`src/hdl/bda_pkg.sv`:
```
`timescale 1ns / 1ps
`default_nettype none
// ---------------------------------------------------------------------------
// bda_pkg: shared types and constants
// Widths, sequencer states and converter status for the binary to decimal
// ASCII core.
// ---------------------------------------------------------------------------
package bda_pkg;

	// input number width
	localparam int NUMBER_BITS = 32;
	// floor(NUMBER_BITS * log10(2)) + 1, with log10(2) ~ 1233/4096
	localparam int NUM_DIGITS  = ((NUMBER_BITS * 1233) / 4096) + 1;
	localparam int BCD_W       = 4 * NUM_DIGITS;
	localparam int STEP_W      = $clog2(NUMBER_BITS);
	localparam int CNT_W       = $clog2(NUM_DIGITS + 1);
	localparam int IN_TDATA_W  = ((NUMBER_BITS + 7) / 8) * 8;
	localparam int OUT_TDATA_W = 8;

	// upper two bits of an ASCII digit ('0' = 6'b11_0000)
	localparam logic [1:0] ASCII_DIGIT_HI = 2'b11;

	typedef enum logic [1:0] {
		ST_IDLE,
		ST_CONV,
		ST_SKIP,
		ST_EMIT
	} state_t;

	typedef struct packed {
		logic busy;
		logic done;
	} conv_status_t;

endpackage
`default_nettype wire

```
`src/hdl/bda_convert.sv`:
```
`timescale 1ns / 1ps
`default_nettype none
// ---------------------------------------------------------------------------
// bda_convert: iterative shift-and-add-3 converter
// One add-3 / shift unit, applied once per input bit, turns a binary value
// into packed BCD.
// ---------------------------------------------------------------------------
module bda_convert (
	input  wire logic                            clk,
	input  wire logic                            arst_n,
	input  wire logic                            start,
	input  wire logic [bda_pkg::NUMBER_BITS-1:0] number,
	output bda_pkg::conv_status_t                status,
	output logic      [bda_pkg::BCD_W-1:0]       bcd
);
	import bda_pkg::*;

	logic [NUMBER_BITS-1:0] bin_q;
	logic [BCD_W-1:0]       bcd_q;
	logic [BCD_W-1:0]       bcd_adj;
	logic [STEP_W-1:0]      step_q;
	logic                   busy_q;
	logic                   done_q;

	// add 3 to every digit that is 5 or more
	always_comb begin
		for (int i = 0; i < NUM_DIGITS; i++) begin
			if (bcd_q[4*i +: 4] >= 4'd5) begin
				bcd_adj[4*i +: 4] = bcd_q[4*i +: 4] + 4'd3;
			end else begin
				bcd_adj[4*i +: 4] = bcd_q[4*i +: 4];
			end
		end
	end

	always_ff @(posedge clk or negedge arst_n) begin
		if (!arst_n) begin
			busy_q <= 1'b0;
			done_q <= 1'b0;
			step_q <= '0;
		end else begin
			done_q <= 1'b0;
			if (start) begin
				busy_q <= 1'b1;
				step_q <= STEP_W'(NUMBER_BITS - 1);
			end else if (busy_q) begin
				step_q <= step_q - 1'b1;
				if (step_q == '0) begin
					busy_q <= 1'b0;
					done_q <= 1'b1;
				end
			end
		end
	end

	always_ff @(posedge clk) begin
		if (start) begin
			bin_q <= number;
			bcd_q <= '0;
		end else if (busy_q) begin
			bin_q <= {bin_q[NUMBER_BITS-2:0], 1'b0};
			bcd_q <= {bcd_adj[BCD_W-2:0], bin_q[NUMBER_BITS-1]};
		end
	end

	assign status.busy = busy_q;
	assign status.done = done_q;
	assign bcd         = bcd_q;

endmodule
`default_nettype wire

```
`src/hdl/binary_to_decimal_ascii_core.sv`:
```
`timescale 1ns / 1ps
`default_nettype none
// ---------------------------------------------------------------------------
// binary_to_decimal_ascii_core: unsigned binary to decimal ASCII stream
// Converts one unsigned number per request into its decimal digits as
// ASCII characters, most significant first, leading zeros suppressed.
// ---------------------------------------------------------------------------
// Usage:
//   s_tdata[31:0] carries the number. A request is taken when s_tvalid and
//   s_tready are both high; s_tready is high only while the core is idle.
//   m_tdata[5:0] carries digit_char ('0'..'9'), m_tdata[7:6] are zero, and
//   m_tlast marks the least significant digit. Zero yields one '0'.
// Sequence:
//   After acceptance the shift-and-add-3 unit runs NUMBER_BITS (32) shifts,
//   then the sequencer skips leading zero digits one at a time (up to 9)
//   until it finds the first digit, then one digit leaves per cycle while
//   m_tready is high. A new request is accepted only after the last digit
//   has gone out and the core is idle again.
// Reset:
//   arst_n clears the sequencer; the core comes up idle with no output.
// Stalls:
//   A digit is held stable on m_tdata until taken; no new request is
//   accepted until the last digit of the current number has gone out.
// ---------------------------------------------------------------------------
module binary_to_decimal_ascii_core (
	input  wire logic                            clk,
	input  wire logic                            arst_n,
	// s_tdata: number[NUMBER_BITS-1:0], zero padding above
	input  wire logic [bda_pkg::IN_TDATA_W-1:0]  s_tdata,
	input  wire logic                            s_tvalid,
	output logic                                 s_tready,
	// m_tdata: digit_char[5:0], zero padding [7:6]
	output logic      [bda_pkg::OUT_TDATA_W-1:0] m_tdata,
	output logic                                 m_tvalid,
	input  wire logic                            m_tready,
	// m_tlast: last_digit
	output logic                                 m_tlast
);
	import bda_pkg::*;

	state_t             state_q;
	state_t             state_nxt;
	logic [BCD_W-1:0]   digits_q;   // top nibble is the next digit out
	logic [CNT_W-1:0]   left_q;     // digits still to emit or skip
	logic               conv_start;
	conv_status_t       conv_status;
	logic [BCD_W-1:0]   conv_bcd;
	logic [3:0]         top_digit;
	logic               s_fire;
	logic               m_fire;

	assign top_digit = digits_q[BCD_W-1 -: 4];
	assign s_fire    = s_tvalid && s_tready;
	assign m_fire    = m_tvalid && m_tready;

	bda_convert u_convert (
		.clk    (clk),
		.arst_n (arst_n),
		.start  (conv_start),
		.number (s_tdata[NUMBER_BITS-1:0]),
		.status (conv_status),
		.bcd    (conv_bcd)
	);

	// next state
	always_comb begin
		state_nxt = state_q;
		unique case (state_q)
			ST_IDLE: begin
				if (s_fire) state_nxt = ST_CONV;
			end
			ST_CONV: begin
				if (conv_status.done) state_nxt = ST_SKIP;
			end
			ST_SKIP: begin
				// strip leading zeros, keep at least one digit
				if (top_digit != 4'd0 || left_q == CNT_W'(1)) state_nxt = ST_EMIT;
			end
			ST_EMIT: begin
				if (m_fire && left_q == CNT_W'(1)) state_nxt = ST_IDLE;
			end
			default: state_nxt = ST_IDLE;
		endcase
	end

	// outputs
	always_comb begin
		s_tready   = 1'b0;
		m_tvalid   = 1'b0;
		conv_start = 1'b0;
		unique case (state_q)
			ST_IDLE: begin
				s_tready   = 1'b1;
				conv_start = s_tvalid;
			end
			ST_EMIT: begin
				m_tvalid = 1'b1;
			end
			default: begin
			end
		endcase
	end

	assign m_tdata = {2'b00, ASCII_DIGIT_HI, top_digit};
	assign m_tlast = (left_q == CNT_W'(1));

	always_ff @(posedge clk or negedge arst_n) begin
		if (!arst_n) begin
			state_q <= ST_IDLE;
			left_q  <= '0;
		end else begin
			state_q <= state_nxt;
			if (state_q == ST_CONV && conv_status.done) begin
				left_q <= CNT_W'(NUM_DIGITS);
			end else if (state_q == ST_SKIP && state_nxt == ST_SKIP) begin
				left_q <= left_q - 1'b1;
			end else if (m_fire) begin
				left_q <= left_q - 1'b1;
			end
		end
	end

	always_ff @(posedge clk) begin
		if (state_q == ST_CONV && conv_status.done) begin
			digits_q <= conv_bcd;
		end else if ((state_q == ST_SKIP && state_nxt == ST_SKIP) || m_fire) begin
			digits_q <= {digits_q[BCD_W-5:0], 4'd0};
		end
	end

	// never take a request while a digit is on offer
	a_no_overlap: assert property (@(posedge clk) disable iff (!arst_n)
		!(s_tready && m_tvalid))
		else $error("input ready while output valid");

	// an accepted request starts the converter
	a_start_conv: assert property (@(posedge clk) disable iff (!arst_n)
		s_fire |=> (state_q == ST_CONV && conv_status.busy))
		else $error("converter not started after request");

	// emitted digits are decimal
	a_digit_range: assert property (@(posedge clk) disable iff (!arst_n)
		m_tvalid |-> (top_digit <= 4'd9))
		else $error("non-decimal digit emitted");

	// converter finishes only while the sequencer waits for it
	a_done_in_conv: assert property (@(posedge clk) disable iff (!arst_n)
		conv_status.done |-> (state_q == ST_CONV))
		else $error("converter done outside conversion");

endmodule
`default_nettype wire
```
`config.mk`:
```
export PLATFORM = sky130hd
export DESIGN_NAME = binary_to_decimal_ascii_core
export DESIGN_NICKNAME = d
export VERILOG_FILES = /design/src/hdl/bda_pkg.sv /design/src/hdl/bda_convert.sv /design/src/hdl/binary_to_decimal_ascii_core.sv
export SDC_FILE = /design/constraint.sdc
export NUM_CORES = 1
export LEC_CHECK = 0
export BUFFER_PORTS_ARGS = -buffer_cell sky130_fd_sc_hd__buf_2
export CAP_MARGIN = 20
export CELL_PAD_IN_SITES_DETAIL_PLACEMENT = 2
export CELL_PAD_IN_SITES_GLOBAL_PLACEMENT = 2
export CORE_AREA = 10 10 137 139
export DETAILED_ROUTE_END_ITERATION = 16
export DIE_AREA = 0 0 147 149
export GPL_TIMING_DRIVEN = 0
export PLACE_DENSITY_LB_ADDON = 0.15
export SLEW_MARGIN = 5
export SYNTH_ARGS = -nofsm -noshare
export SYNTH_HDL_FRONTEND = slang
export SYNTH_SLANG_ARGS = --single-unit
```
`constraint.sdc`:
```
create_clock -name clk -period 3.7 [get_ports clk]
set_clock_uncertainty 0.2 [all_clocks]
set_input_delay 1.11 -clock clk [delete_from_list [all_inputs] [get_ports clk]]
set_output_delay 1.11 -clock clk [all_outputs]
set_load 0.02 [all_outputs]
```
==> impl_metrics.json <==
{
  "cts_root_buf": "clkbuf_16",
  "cts.repair.resized": 0,
  "synth_area_sq_um": 5954,
  "first_pass_iters": 4,
  "diodes": 0,
  "fin_nets": 768,
  "clock-sinks": 125,
  "clk_pin_slew_ns": 0.06,
  "clk_latency_ns": 0.42,
  "hp-class": "register to register",
  "grt_max_degree": 41,
  "cap_violations": 0,
  "yosys_warnings": 0,
  "synth_seq_cells": 125,
  "p_leak_nw": 3.025,
  "crit_path_end_kind": "output port",
  "synth_compound_area_share_pct": 11.89,
  "numPortBuffers": 42,
  "area_growth_syn_to_layout_pct": 17.61,
  "worstPathMaxFanout": 4,
  "die_w_microns": 147,
  "drc_errors": 0,
  "synthMuxAreaShare_pct": 0.5253,
  "synth_cell_types": 36,
  "cts_setup_buffers": 0,
  "finalPower_mw": 6.346,
  "hold_violations": 0,
  "hold_buffers": 0,
  "fmax_mhz": 307.5,
  "hpwl_microns": 12550,
  "initial_utilization_pct": 36.82,
  "drt-total-wl_microns": 17900,
  "cp-start-kind": "register",
  "drtIter0Drc": 224,
  "syn_inst": 645,
  "grt_first_pass_wirelength_microns": 28920,
  "yosys.area_share.simple_pct": 20.28,
  "rsz0062_at_grt": "false",
  "worst-setup-path-type": "register to output port",
  "irDropWorstVdd_mv": 0.2931,
  "route.antenna.remaining_nets": 0,
  "required_ns": 2.39,
  "layout_common_cells": "204 x nand2_1, 72 x edfxtp_1, 63 x o21ai_0",
  "worst_pin_slew_ns": 0.9803,
  "num_vias": 4790,
  "via_per_inst": 5.090,
  "ctsLongestPathBuffers": 2,
  "cts-htree-levels": 4,
  "yosys.area_share.adder_pct": 5.043,
  "setup_viol_count_final": 0,
  "synth_xor_area_share_pct": 2.059,
  "die_h_microns": 149,
  "grt_usage_pct": 16.72,
  "globalplace.congestion": 0.7817,
  "avgSynthCellArea_sq_um": 9.232,
  "slew_headroom_pct": 34.65,
  "drive_above_1_share_pct": 11.37,
  "grt_antenna_before_repair": 0,
  "grt_pass1_vias": 5367,
  "cp_data_arrival_time_ns": 1.94,
  "fin_setup_tns_ns": 0,
  "fin_crit_ns": 3.252,
  "overflow": 0,
  "wl_per_cell_microns": 19.02,
  "io_pins": 47,
  "rows": 47,
  "period_share_pct": 87.90,
  "cts_tree": "built",
  "power_density_nw_per_um2": 906.2,
  "die_area_sq_um": 21900,
  "core_sq_um": 16170,
  "synth_top_family_by_area": "simple AND/OR/NAND/NOR gates",
  "cts_buffers": 17,
  "ys_seq_area_share_pct": 55.22,
  "status": "completed",
  "slew_violations": 0,
  "final_common_cell": "nand2_1"
}
[per-stage QoR]
stage	std cells	util [%]	worst slack (ns)	hold slack (ns)	cell area, sq um
after floorplan	647	-	0.9195	0.2449	5962
after global placement	909	39.87	0.1449	0.2667	6447
after detailed placement	909	39.88	0.5899	0.2879	6450
after CTS	941	43.30	0.4098	0.3114	7003
after global routing	941	43.30	0.3094	0.3323	7003
final	941	43.30	0.4479	0.3105	7003
[path summary, 6_finish.rpt]
kind / start / endpoint / slack [ns] / cells past startpoint
worst max-delay path: left_q[1]$_DFFE_PN0P_ / m_tlast / 0.45 / 4
worst min-delay path: u_convert.bcd[39]$_SDFFE_PP0P_ / u_convert.bcd[39]$_SDFFE_PP0P_ / 0.31 / 2
worst max register to register: state_q[0]$_DFF_PN0_ / digits_q[16]$_DFFE_PP_ / 0.67 / 4
worst min register to register: u_convert.bcd[39]$_SDFFE_PP0P_ / u_convert.bcd[39]$_SDFFE_PP0P_ / 0.31 / 2
max in group asynchronous: arst_n / u_convert.step_q[0]$_DFFE_PN0P_ / 2.68 / 1
min in group asynchronous: arst_n / left_q[0]$_DFFE_PN0P_ / 0.37 / 1
[cells by family after synthesis]
kind of cell,count (synthesis)
simple gates,286
fa+ha+maj,24
buf+inv,67
mux,3
other cells,2
xor+xnor,14
flops,125
compound gates,124
[flip-flops by register name (all words and copies together), names as in the netlist]
name              cells
u_convert.bin_q      32
digits_q             40
u_convert.busy_q      1
u_convert.bcd        40
state_q               2
u_convert.done_q      1
u_convert.step_q      5
left_q                4
[worst max-delay path, stage by stage (launching register included)]
cell	delay, ns
dfrtp_1	0.40
inv_1	0.10
ha_1	0.14
nor3b_1	0.59
buf_2	0.29
[cells in the mapped netlist]
master | instances | share of area (%)
or2_2 | 1 | 0.11
xnor2_1 | 13 | 1.9
o21ai_0 | 63 | 5.3
o41ai_4 | 1 | 0.46
a221oi_1 | 1 | 0.15
and3_1 | 3 | 0.32
nor3_1 | 3 | 0.25
mux2i_1 | 2 | 0.34
a31oi_1 | 1 | 0.11
dfrtp_1 | 13 | 5.5
nor3b_1 | 10 | 1.3
nand2_1 | 205 | 13
edfxtp_1 | 72 | 36
nand2b_1 | 10 | 1.1
nor4_1 | 1 | 0.11
nand2_2 | 1 | 0.11
mux2_2 | 1 | 0.19
nor4b_1 | 1 | 0.15
ha_1 | 24 | 5.0
a21oi_1 | 30 | 2.5
o32ai_1 | 1 | 0.15
dfxtp_1 | 40 | 13
or4_4 | 1 | 0.19
o311ai_0 | 1 | 0.15
nand3_1 | 24 | 2.0
and2_1 | 4 | 0.42
xor2_1 | 1 | 0.15
conb_1 | 2 | 0.13
nor2_1 | 22 | 1.4
a211oi_1 | 17 | 2.1
o22ai_1 | 8 | 0.84
inv_1 | 28 | 1.8
o21ai_1 | 1 | 0.084
buf_4 | 8 | 1.0
clkbuf_1 | 30 | 1.9
buf_6 | 1 | 0.19
[power breakdown]
group	internal (mW)	switching (mW)
sequential	2.11	0.451
clock	0.998	0.603
combinational	0.849	1.34
[cell type report]
type / count / area [sq um]
fill: 1808 / 9169
sequential: 125 / 3288
multi-input combinational: 455 / 2387
clock buffer: 23 / 457.9
tap: 220 / 275.3
timing repair buffer: 42 / 210.2
buffer: 39 / 183.9
inverter: 28 / 105.1
clock inverter: 9 / 95.09
[per-layer routing]
layer / part of all wire, % / wire (microns) / global-route usage [%] / vias up
met2: 51 / 9048 / 29.55 / 60
met4: 1.5 / 263 / 5.451 / 0
met1: 45 / 8061 / 19.76 / 2393
met3: 2.9 / 523 / 3.701 / 26
li1: - / - / - / 2311
met5: 0 / 0 / 0 / -
(Power assumes the default switching activity.)
